`config.mk`:
```
export PLATFORM = sky130hd
export DESIGN_NAME = rc_ppm_pwm_pulse_decoder
export DESIGN_NICKNAME = d
export VERILOG_FILES = /design/src/hdl/rpd_pkg.sv /design/src/hdl/rc_ppm_pwm_pulse_decoder.sv /design/src/hdl/rpd_in_stage.sv /design/src/hdl/rpd_core.sv
export SDC_FILE = /design/constraint.sdc
export NUM_CORES = 2
export LEC_CHECK = 0
export ABC_CLOCK_PERIOD_IN_PS = 19630
export BUFFER_PORTS_ARGS = -buffer_cell sky130_fd_sc_hd__buf_2
export CORE_ASPECT_RATIO = 2
export CORE_MARGIN = 2
export CORE_UTILIZATION = 37
export CTS_CLUSTER_SIZE = 20
export DETAILED_ROUTE_END_ITERATION = 12
export SETUP_SLACK_MARGIN = 0.02
export SLEW_MARGIN = 30
export SYNTH_ARGS = -nofsm -noshare
export SYNTH_HDL_FRONTEND = slang
export SYNTH_SLANG_ARGS = --single-unit
```
`constraint.sdc`:
```
create_clock -name i_clk -period 19.63 [get_ports i_clk]
set_input_delay 5.889 -clock i_clk [delete_from_list [all_inputs] [get_ports i_clk]]
set_output_delay 5.889 -clock i_clk [all_outputs]
set_load 0.1 [all_outputs]
```
`src/hdl/rpd_pkg.sv`:
```
package rpd_pkg;

    typedef enum logic [1:0] {
        OP_EDGE = 2'd0,
        OP_TICK = 2'd1,
        OP_READ = 2'd2
    } t_op;

    typedef enum logic [1:0] {
        KIND_NONE  = 2'd0,
        KIND_PPM   = 2'd1,
        KIND_PWM   = 2'd2,
        KIND_NOISY = 2'd3
    } t_kind;

    localparam logic [1:0] CFG_INVERT    = 2'd0;
    localparam logic [1:0] CFG_SYNC_THR  = 2'd1;
    localparam logic [1:0] CFG_STALE     = 2'd2;
    localparam logic [1:0] CFG_LINK_LOST = 2'd3;

    localparam logic [15:0] SYNC_THR_RST   = 16'd2700;
    localparam logic [15:0] STALE_RST      = 16'd500;
    localparam logic [15:0] LINK_LOST_RST  = 16'd1;
    localparam logic [31:0] MS_PER_S       = 32'd1000;
    localparam logic [31:0] LINK_LIMIT_RST = 32'd1000;

    localparam logic [31:0] PULSE_MIN_US = 32'd750;
    localparam logic [31:0] PULSE_MAX_US = 32'd2250;
    localparam logic [31:0] FRAME_MIN_CH = 32'd4;
    localparam logic [31:0] PPM_LOSS_MS  = 32'd250;
    localparam logic [31:0] PWM_FRESH_MS = 32'd80;
    localparam logic [15:0] INTERVAL_SAT = 16'hFFFF;

    typedef struct packed {
        logic [1:0]  operation;
        logic        pin_high;
        logic [31:0] now_us;
        logic [31:0] now_ms;
        logic [3:0]  channel_index;
    } t_item;

    typedef struct packed {
        logic [11:0] channel_width_us;
        t_kind       signal_kind;
        logic [31:0] frames_committed;
        logic [31:0] last_frame_time_ms;
        logic        channels_stale;
        logic        link_lost;
        logic [31:0] edges_seen;
        logic [31:0] syncs_seen;
        logic [31:0] good_pulses;
        logic [31:0] rejected_pulses;
        logic [15:0] last_interval_us;
        logic [11:0] last_pwm_high_us;
    } t_result;

endpackage

```
`src/hdl/rc_ppm_pwm_pulse_decoder.sv`:
```
// flow: a request accepted into the input register moves on into the result register
// throughput: one request per cycle while the result register is free or draining, set by
// the single update between the input register and the result register
// reset: synchronous active-low, clears handshake state, counters and published widths,
// and restores the configuration defaults
module rc_ppm_pwm_pulse_decoder
    import rpd_pkg::*;
#(
    parameter int MAX_CHANNELS = 8
) (
    input  logic        i_clk,
    input  logic        i_rst_n,
    input  logic        i_cfg_wr_en,
    input  logic [1:0]  i_cfg_index,
    input  logic [15:0] i_cfg_data,
    input  logic        i_valid,
    output logic        o_ready,
    input  logic [1:0]  i_operation,
    input  logic        i_pin_high,
    input  logic [31:0] i_now_us,
    input  logic [31:0] i_now_ms,
    input  logic [3:0]  i_channel_index,
    output logic        o_valid,
    input  logic        i_ready,
    output logic [11:0] o_channel_width_us,
    output logic [1:0]  o_signal_kind,
    output logic [31:0] o_frames_committed,
    output logic [31:0] o_last_frame_time_ms,
    output logic        o_channels_stale,
    output logic        o_link_lost,
    output logic [31:0] o_edges_seen,
    output logic [31:0] o_syncs_seen,
    output logic [31:0] o_good_pulses,
    output logic [31:0] o_rejected_pulses,
    output logic [15:0] o_last_interval_us,
    output logic [11:0] o_last_pwm_high_us
);

    t_item   in_item;
    t_item   stage_item;
    logic    stage_valid;
    logic    advance;
    t_result next_result;
    t_result r_result;
    logic    r_out_valid;

    assign in_item.operation     = i_operation;
    assign in_item.pin_high      = i_pin_high;
    assign in_item.now_us        = i_now_us;
    assign in_item.now_ms        = i_now_ms;
    assign in_item.channel_index = i_channel_index;

    // the held request moves on whenever the result register is free or draining
    assign advance = stage_valid && (!r_out_valid || i_ready);

    rpd_in_stage u_in_stage (
        .i_clk   (i_clk),
        .i_rst_n (i_rst_n),
        .i_valid (i_valid),
        .o_ready (o_ready),
        .i_item  (in_item),
        .i_take  (advance),
        .o_valid (stage_valid),
        .o_item  (stage_item)
    );

    rpd_core #(
        .MAX_CHANNELS (MAX_CHANNELS)
    ) u_core (
        .i_clk       (i_clk),
        .i_rst_n     (i_rst_n),
        .i_cfg_wr_en (i_cfg_wr_en),
        .i_cfg_index (i_cfg_index),
        .i_cfg_data  (i_cfg_data),
        .i_fire      (advance),
        .i_item      (stage_item),
        .o_result    (next_result)
    );

    always_ff @(posedge i_clk) begin
        if (!i_rst_n) begin
            r_out_valid <= 1'b0;
        end else if (advance) begin
            r_out_valid <= 1'b1;
        end else if (i_ready) begin
            r_out_valid <= 1'b0;
        end
    end

    always_ff @(posedge i_clk) begin
        if (advance) begin
            r_result <= next_result;
        end
    end

    assign o_valid              = r_out_valid;
    assign o_channel_width_us   = r_result.channel_width_us;
    assign o_signal_kind        = r_result.signal_kind;
    assign o_frames_committed   = r_result.frames_committed;
    assign o_last_frame_time_ms = r_result.last_frame_time_ms;
    assign o_channels_stale     = r_result.channels_stale;
    assign o_link_lost          = r_result.link_lost;
    assign o_edges_seen         = r_result.edges_seen;
    assign o_syncs_seen         = r_result.syncs_seen;
    assign o_good_pulses        = r_result.good_pulses;
    assign o_rejected_pulses    = r_result.rejected_pulses;
    assign o_last_interval_us   = r_result.last_interval_us;
    assign o_last_pwm_high_us   = r_result.last_pwm_high_us;

endmodule

```
`src/hdl/rpd_in_stage.sv`:
```
module rpd_in_stage
    import rpd_pkg::*;
(
    input  logic  i_clk,
    input  logic  i_rst_n,
    input  logic  i_valid,
    output logic  o_ready,
    input  t_item i_item,
    input  logic  i_take,
    output logic  o_valid,
    output t_item o_item
);

    logic  r_valid;
    t_item r_item;

    assign o_ready = !r_valid || i_take;
    assign o_valid = r_valid;
    assign o_item  = r_item;

    always_ff @(posedge i_clk) begin
        if (!i_rst_n) begin
            r_valid <= 1'b0;
        end else if (i_valid && o_ready) begin
            r_valid <= 1'b1;
        end else if (i_take) begin
            r_valid <= 1'b0;
        end
    end

    always_ff @(posedge i_clk) begin
        if (i_valid && o_ready) begin
            r_item <= i_item;
        end
    end

endmodule

```
`src/hdl/rpd_core.sv`:
```
module rpd_core
    import rpd_pkg::*;
#(
    parameter int MAX_CHANNELS = 8
) (
    input  logic        i_clk,
    input  logic        i_rst_n,
    input  logic        i_cfg_wr_en,
    input  logic [1:0]  i_cfg_index,
    input  logic [15:0] i_cfg_data,
    input  logic        i_fire,
    input  t_item       i_item,
    output t_result     o_result
);

    localparam int CNTW = $clog2(MAX_CHANNELS + 1);

    // configuration
    logic        r_invert;
    logic [15:0] r_sync_thr;
    logic [15:0] r_stale;
    logic [31:0] r_limit;

    // decoder state
    logic [11:0]     r_pub [MAX_CHANNELS];
    logic [11:0]     n_pub [MAX_CHANNELS];
    logic [11:0]     r_scr [MAX_CHANNELS];
    logic [11:0]     n_scr [MAX_CHANNELS];
    logic [CNTW-1:0] r_count, n_count;
    logic [31:0]     r_chan0, n_chan0;
    logic [31:0]     r_sample_time, n_sample_time;
    logic [31:0]     r_rise_time, n_rise_time;
    logic            r_rise_seen, n_rise_seen;
    logic [31:0]     r_frame_cnt, n_frame_cnt;
    logic [31:0]     r_frame_time, n_frame_time;
    logic [31:0]     r_last_edge, n_last_edge;
    t_kind           r_kind, n_kind;
    logic [15:0]     r_interval, n_interval;
    logic [11:0]     r_pwm_high, n_pwm_high;
    logic [31:0]     r_edges, n_edges;
    logic [31:0]     r_syncs, n_syncs;
    logic [31:0]     r_good, n_good;
    logic [31:0]     r_rej, n_rej;

    logic [31:0] high_time;
    logic [31:0] width;
    logic [31:0] age_frame;
    logic [31:0] age_chan0;
    logic [31:0] age_edge;
    logic [31:0] age;
    logic        high_ok;
    logic        width_ok;
    logic        sampled;
    logic        ppm_recent;
    logic        frame_ok;
    logic        committed;
    logic        pwm_published;

    assign high_time  = i_item.now_us - r_rise_time;
    assign width      = i_item.now_us - r_sample_time;
    assign age_frame  = i_item.now_ms - r_frame_time;
    assign age_chan0  = i_item.now_ms - r_chan0;
    assign age_edge   = i_item.now_ms - r_last_edge;
    assign high_ok    = (high_time >= PULSE_MIN_US) && (high_time <= PULSE_MAX_US);
    assign width_ok   = (width >= PULSE_MIN_US) && (width <= PULSE_MAX_US);
    assign sampled    = i_item.pin_high ^ r_invert;
    assign ppm_recent = (r_frame_cnt != 32'd0) && (age_frame <= PPM_LOSS_MS);
    assign frame_ok   = {{(32-CNTW){1'b0}}, r_count} >= FRAME_MIN_CH;

    always_comb begin
        n_pub         = r_pub;
        n_scr         = r_scr;
        n_count       = r_count;
        n_chan0       = r_chan0;
        n_sample_time = r_sample_time;
        n_rise_time   = r_rise_time;
        n_rise_seen   = r_rise_seen;
        n_frame_cnt   = r_frame_cnt;
        n_frame_time  = r_frame_time;
        n_last_edge   = r_last_edge;
        n_kind        = r_kind;
        n_interval    = r_interval;
        n_pwm_high    = r_pwm_high;
        n_edges       = r_edges;
        n_syncs       = r_syncs;
        n_good        = r_good;
        n_rej         = r_rej;
        committed     = 1'b0;
        pwm_published = 1'b0;

        if (i_fire) begin
            unique case (i_item.operation)
                OP_EDGE: begin
                    n_edges     = r_edges + 32'd1;
                    n_last_edge = i_item.now_ms;

                    // pwm high time fallback
                    if (i_item.pin_high) begin
                        n_rise_time = i_item.now_us;
                        n_rise_seen = 1'b1;
                    end else if (r_rise_seen) begin
                        n_rise_seen = 1'b0;
                        if (high_ok) begin
                            n_pwm_high = high_time[11:0];
                            if (!ppm_recent) begin
                                n_pub[0]      = high_time[11:0];
                                n_chan0       = i_item.now_ms;
                                n_kind        = KIND_PWM;
                                pwm_published = 1'b1;
                            end
                        end
                    end

                    // ppm interval on the sampled polarity
                    if (sampled) begin
                        n_sample_time = i_item.now_us;
                        if (r_sample_time != 32'd0) begin
                            n_interval = (|width[31:16]) ? INTERVAL_SAT : width[15:0];
                            if (width > {16'd0, r_sync_thr}) begin
                                n_syncs = r_syncs + 32'd1;
                                if (frame_ok) begin
                                    for (int i = 0; i < MAX_CHANNELS; i++) begin
                                        if (CNTW'(i) < r_count) begin
                                            n_pub[i] = r_scr[i];
                                        end
                                    end
                                    n_chan0      = i_item.now_ms;
                                    n_frame_cnt  = r_frame_cnt + 32'd1;
                                    n_frame_time = i_item.now_ms;
                                    n_kind       = KIND_PPM;
                                    committed    = 1'b1;
                                end
                                n_count = '0;
                            end else if (!width_ok) begin
                                n_rej = r_rej + 32'd1;
                                if (!ppm_recent) begin
                                    n_kind = KIND_NOISY;
                                end
                            end else begin
                                n_good = r_good + 32'd1;
                                // channels past the last slot are dropped
                                for (int i = 0; i < MAX_CHANNELS; i++) begin
                                    if (r_count == CNTW'(i)) begin
                                        n_scr[i] = width[11:0];
                                    end
                                end
                                if (r_count != CNTW'(MAX_CHANNELS)) begin
                                    n_count = r_count + CNTW'(1);
                                end
                            end
                        end
                    end
                end
                OP_TICK: begin
                    if (ppm_recent) begin
                        n_kind = KIND_PPM;
                    end else if ((r_chan0 != 32'd0) && (age_chan0 <= PWM_FRESH_MS)) begin
                        n_kind = KIND_PWM;
                    end else if ((r_last_edge != 32'd0) && (age_edge <= PWM_FRESH_MS)) begin
                        n_kind = KIND_NOISY;
                    end else begin
                        n_kind = KIND_NONE;
                    end
                end
                default: begin
                end
            endcase
        end
    end

    // a fresh commit stamps now, so its age is zero; a pwm publish does too while no frame is committed
    always_comb begin
        if (committed) begin
            age = 32'd0;
        end else if (r_frame_cnt != 32'd0) begin
            age = age_frame;
        end else if (pwm_published) begin
            age = 32'd0;
        end else begin
            age = age_chan0;
        end
    end

    always_comb begin
        o_result.channel_width_us = 12'd0;
        for (int i = 0; i < MAX_CHANNELS; i++) begin
            if (i_item.channel_index == 4'(i)) begin
                o_result.channel_width_us = n_pub[i];
            end
        end
        o_result.signal_kind        = n_kind;
        o_result.frames_committed   = n_frame_cnt;
        o_result.last_frame_time_ms = n_frame_time;
        o_result.channels_stale     = age > {16'd0, r_stale};
        o_result.link_lost          = age >= r_limit;
        o_result.edges_seen         = n_edges;
        o_result.syncs_seen         = n_syncs;
        o_result.good_pulses        = n_good;
        o_result.rejected_pulses    = n_rej;
        o_result.last_interval_us   = n_interval;
        o_result.last_pwm_high_us   = n_pwm_high;
    end

    always_ff @(posedge i_clk) begin
        if (!i_rst_n) begin
            r_invert   <= 1'b0;
            r_sync_thr <= SYNC_THR_RST;
            r_stale    <= STALE_RST;
            r_limit    <= LINK_LIMIT_RST;
        end else if (i_cfg_wr_en) begin
            unique case (i_cfg_index)
                CFG_INVERT:    r_invert   <= i_cfg_data[0];
                CFG_SYNC_THR:  r_sync_thr <= i_cfg_data;
                CFG_STALE:     r_stale    <= i_cfg_data;
                CFG_LINK_LOST: r_limit    <= {16'd0, i_cfg_data} * MS_PER_S;
                default: begin
                end
            endcase
        end
    end

    always_ff @(posedge i_clk) begin
        if (!i_rst_n) begin
            for (int i = 0; i < MAX_CHANNELS; i++) begin
                r_pub[i] <= 12'd0;
            end
            r_count       <= '0;
            r_chan0       <= 32'd0;
            r_sample_time <= 32'd0;
            r_rise_time   <= 32'd0;
            r_rise_seen   <= 1'b0;
            r_frame_cnt   <= 32'd0;
            r_frame_time  <= 32'd0;
            r_last_edge   <= 32'd0;
            r_kind        <= KIND_NONE;
            r_interval    <= 16'd0;
            r_pwm_high    <= 12'd0;
            r_edges       <= 32'd0;
            r_syncs       <= 32'd0;
            r_good        <= 32'd0;
            r_rej         <= 32'd0;
        end else begin
            r_pub         <= n_pub;
            r_count       <= n_count;
            r_chan0       <= n_chan0;
            r_sample_time <= n_sample_time;
            r_rise_time   <= n_rise_time;
            r_rise_seen   <= n_rise_seen;
            r_frame_cnt   <= n_frame_cnt;
            r_frame_time  <= n_frame_time;
            r_last_edge   <= n_last_edge;
            r_kind        <= n_kind;
            r_interval    <= n_interval;
            r_pwm_high    <= n_pwm_high;
            r_edges       <= n_edges;
            r_syncs       <= n_syncs;
            r_good        <= n_good;
            r_rej         <= n_rej;
        end
    end

    // scratch frame is not reset; a commit publishes only the entries the current frame has written
    always_ff @(posedge i_clk) begin
        r_scr <= n_scr;
    end

endmodule

```
**Word level (Yosys, flattened, before mapping)**

Cells that the tools add are included.
Widths: inputs -> output; s select.

- Flip-flop bits (word level): 912
- Input port bits: 94
- Logic and storage cells: 259
- Output and inout port bits: 238

- Equal/unequal tests: 19
- Bitwise operators: 2
- Magnitude comparators: 19
- Multiplexer cells: 113
- Reduce and logical (&&, ||, !) cells: 40
- $mul: 1
- $add $sub $neg: 11

Operator list:

| kind | number |
|---|---|
| $mux 32 | 42 |
| $mux 96 | 6 |
| $mux 12 | 25 |
| $add 32x1->32 const B | 5 |
| $sub 32x32->32 | 5 |
| $reduce_bool 32->1 | 4 |
| $mux 16 | 5 |
| $ge 32x10->1 const B | 2 |
| $gt 32x16->1 | 2 |
| $le 32x12->1 const B | 2 |
| $le 32x7->1 const B | 2 |
| $reduce_and 7->1 | 8 |
| $eq 4x3->1 const B | 8 |
| $ge 32x26->1 | 1 |
| $le 32x8->1 const B | 1 |
| $mux 2 | 14 |
| $mul 16x7->23 const B | 1 |
| $mux 1 | 17 |
| $eq 4x2->1 const B | 4 |
| $lt 3x4->1 const A | 4 |
| $reduce_or 16->1 | 1 |
| $mux 4 | 3 |
| $reduce_and 2->1 | 5 |
| $eq 4x1->1 const B | 2 |
| other kinds (18) | 36 |

**Logic depth before layout (Yosys ltp)**

- Word-level depth: 22
- Depth in mapped cells: 38
- Gate-level depth less buffers: 35

**By module**

From an unflattened synthesis, not the netlist that was laid out.

- Cell total of the unflattened synthesis: 4885
- Area total of the unflattened synthesis: 47340.4 sq um

By module, submodules not included:

| module | cells an instance | area an instance (sq um) | seq. area each (sq um) | instances |
|---|---|---|---|---|
| rpd_core | 4569 | 38016.5 | 13032.5 | 1 |
| rc_ppm_pwm_pulse_decoder | 240 | 7134.3 | 7106.8 | 1 |
| rpd_in_stage | 76 | 2189.6 | 2152.1 | 1 |

**Worst setup path before layout**

Ideal clock, no wire load.

- Path type: input to register
- Start: in i_ready
- End: reg r_result, in the netlist o_link_lost, data pin
- Arrival time: 20.799 ns
- Buffers on the path: 3
- Cell stages on the path: 25
- Required time: 19.369 ns
- Path slack: -1.431 ns
- Library setup time: 0.261 ns
- Cells stage by stage: nor2b_1 > nor2b_1 > nor2b_1 > nand2b_1 > nor2_1 > o21ai_0 > nor2_2 > clkbuf_1 > clkbuf_1 > buf_1 > nor2_1 > ha_1 > a21o_1 > a21o_1 > a21oi_1 > nor2b_1 > o21ai_0 > nand2_1 > a21oi_1 > nor2b_1 > o21ai_0 > nand2_1 > a21o_1 > a21oi_1 > nand3b_1

RTL lines:

| what | line | RTL |
|---|---|---|
| start: declaration | rc_ppm_pwm_pulse_decoder.sv:24 | `input logic i_ready,` |
| end signal: assignment | rc_ppm_pwm_pulse_decoder.sv:92 | `r_result <= next_result;` |
| end: declaration | rc_ppm_pwm_pulse_decoder.sv:44 | `t_result r_result;` |

**Worst setup path after layout**

- Start: in i_ready
- End: out o_ready

- Cells in the longest elaborated chain, start to end: 3

RTL lines:

| what | line | RTL |
|---|---|---|
| $logic_or 1x1->1 | rc_ppm_pwm_pulse_decoder.sv:54 | `assign advance = stage_valid && (!r_out_valid \|\| i_ready);` |
| $logic_and 1x1->1 | rc_ppm_pwm_pulse_decoder.sv:54 |  |
| $logic_or 1x1->1 | rpd_in_stage.sv:17 | `assign o_ready = !r_valid \|\| i_take;` |
| end: declaration | rc_ppm_pwm_pulse_decoder.sv:17 | `output logic o_ready,` |

Every way passes these cells.

==> results.md <==
* Largest net degree at the start of global routing at 116
* # nets final at 5681
* Seq/Total Area, Yosys at 46.5%
* Root Driver: clkbuf_16
* Post-route ant nets at 0
* Drt pass-1 iters at 5
* Seq cells post-synth at 912
* Outcome: complete, no violations
* Fillers at 12600
* Most common cell after layout, fill and taps aside: nand2_1
* Crit Path Class: primary input to output pin
* Worst Setup End Kind: output pin
* Number of flops mapped to enable cells by yosys at 403
* IO Count at 332
* Clock slew at reported path FFs at 60 ps
* Setup-failing EPs final at 0
* Most frequent cells in the layout: 593 x nand2_1, 509 x dfxtp_1, 403 x edfxtp_1
* Cell area after synthesis at 0.0479 sq mm
* PortBufs at 331
* Worst Hold Class: flip-flop to flip-flop
* Final min period at 12610 ps
* Routed WL per cell at 20.0 um
* Core ar. at 0.128 sq mm
* Clk Latency, worst-skew pair at 720 ps
* Primary FF master, synth: dfxtp_1
* Max Slew Vio Count at 0
* GR Overflow Total at 0
* DRT iter0 DRCs at 2211
* Critical Path Start Type: primary input
* Mapped Nets at 5416
* Vias in the first global route at 37300
* Synth Warn # at 0
* Crit-path max FO at 4
* Actual slew at the worst max-slew pin at 999 ps
* CTS H-tree lvls at 3
* DP HPWL at 105000 um
* Post-Synthesis Cells at 4992
* Initial Util at 37.3%
* Full die area at 0.133 sq mm
* First-pass GRT wire length at 214000 um
* Period utilization at 64.3%
* Layout Skew at 37.3 ps
* Hold buffer count at cts at 0
* Total CTS buffers at 85
* Synth Area per Inst at 9.60 sq um
* Via/cell ratio at 5.31
* Pwr per Cell Area at 88.4 mW/mm^2
* Hold Fails Final Rpt at 0
* Post-DP Area at 0.0514 sq mm
* VDD IR max at 63.1 uV
* Die H at 513 um
* Share of cells above drive strength 1 at 11.7%
* Fin Setup TNS at 0 ps
* RePlAce Congestion at 0.923
* Worst reg2reg setup slack at 11490 ps
* Initial antenna violation count at 5
* # rows at 186
* Leak pwr at 0.0208 uW
* Clock net sink count at 912
* RSZ-0062 raised after global routing: no
* Slew margin rel. at 32.6%
* Routed via count at 37300
* Post-CTS setup buffer count at 0
* Post-CTS Resized at 0
* Area Overhead vs Synth at 13.4%
* GRT Total Usage at 20.7%
* Final Cell Area at 0.0543 sq mm
* Max-Cap Viols at 0
* Fmax at 79.3 MHz
* Ys async rst share at 0%
* Chip Width at 258 um
* DRC at 0
* Total wire length at 140000 um
* Cell variety after synth at 101
* Arrival @ worst endpoint at 6730 ps
* Longest Clk Path Bufs at 3
* CTS tree: built
* Worst endpoint required time at 13740 ps
-- metal layers --
| layer | part of all wire [%] | track usage (%) | up-vias |
|---|---|---|---|
| li1 | - | - | 18200 |
| met1 | 39 | 22.6 | 18000 |
| met2 | 52 | 38.6 | 914 |
| met3 | 4.0 | 2.79 | 290 |
| met4 | 5.2 | 10.7 | 6 |
| met5 | 0.029 | 0 | - |
-- per-stage QoR --
stage / setup slack [ps] / utilization, % / hold WS, ps / total power, uW / std cells
3_5_place_dp: 7020 / 40.0 / 446 / 3060 / 6862
3_3_place_gp: 7020 / 40.0 / 441 / 3050 / 6862
4_1_cts: 7010 / 42.3 / 454 / 4860 / 7022
6_report: 7020 / 42.3 / 455 / 4810 / 7024
2_1_floorplan: 3220 / - / 432 / 2820 / 4992
5_1_grt: 6920 / 42.3 / 471 / 5020 / 7023
-- synth_stat cells, drive strengths merged, types with 12 or more instances --
cell type | count | area share, %
a21boi | 18 | 0.28
nor3 | 96 | 1.1
nor3b | 15 | 0.24
dfxtp | 509 | 21
o31ai | 14 | 0.22
and4 | 14 | 0.26
nor4 | 54 | 0.72
mux2i | 96 | 2.0
ha | 272 | 7.1
buf | 43 | 0.49
a211o | 12 | 0.22
a21oi | 391 | 4.1
clkbuf | 164 | 1.3
o211ai | 44 | 0.69
a211oi | 38 | 0.62
o22ai | 24 | 0.33
mux2 | 23 | 0.54
a31o | 17 | 0.33
and3 | 74 | 0.97
nor2 | 357 | 2.8
fa | 58 | 2.4
nand2 | 594 | 4.7
o21ai | 162 | 1.7
nor2b | 35 | 0.46
or2 | 14 | 0.18
or3 | 34 | 0.45
nand4 | 75 | 0.98
o21bai | 17 | 0.27
edfxtp | 403 | 25
a21o | 71 | 1.1
a31oi | 30 | 0.39
o2111ai | 12 | 0.22
and2 | 258 | 3.4
nand2b | 46 | 0.60
inv | 325 | 2.5
a22o | 15 | 0.27
xnor2 | 139 | 2.5
nand3 | 110 | 1.1
xor2 | 100 | 1.8
o21a | 44 | 0.69
-- area by class of cell --
type / instances / area, sq um / area share [%]
tap: 1692 / 2120 / 3.90
clock inverter: 54 / 642 / 1.18
inverter: 327 / 1230 / 2.27
multi-input combinational: 3546 / 23700 / 43.5
clock buffer: 106 / 2330 / 4.29
timing repair buffer: 385 / 2070 / 3.81
antenna: 2 / 5.00 / 0.00921
sequential: 912 / 22300 / 41.0
-- critical path: stages --
cell,delay [ps]
buf_2,100
nor2b_1,310
nand2_1,120
buf_2,310
-- power breakdown --
part           internal [uW]  leakage [uW]  switching [uW]  total (uW)
clock network           1000       0.00146             785        1790
registers               2030       0.00781            37.1        2070
logic                    321        0.0115             629         950
total                   3350        0.0208            1450        4810
-- final timing paths --
kind | start | endpoint | cells past startpoint
max reg2reg | u_in_stage.o_item[39] | o_link_lost | 34
min reg2reg | u_core.r_rise_time[23] | u_core.r_rise_time[23] | 2
max | i_ready | o_ready | 4
min | u_core.r_rise_time[23] | u_core.r_rise_time[23] | 2
-- logic make-up after synthesis --
group / count (synthesis) / synth area share (%)
AO/OA/AOI/OAI: 1015 / 13.6
XOR/XNOR: 239 / 4.37
adder cells (fa/ha/maj): 330 / 9.53
buffers and inverters: 534 / 4.33
flip-flops: 912 / 46.5
multiplexers: 119 / 2.55
AND/OR/NAND/NOR: 1843 / 19.1
(Power assumes the default switching activity.)
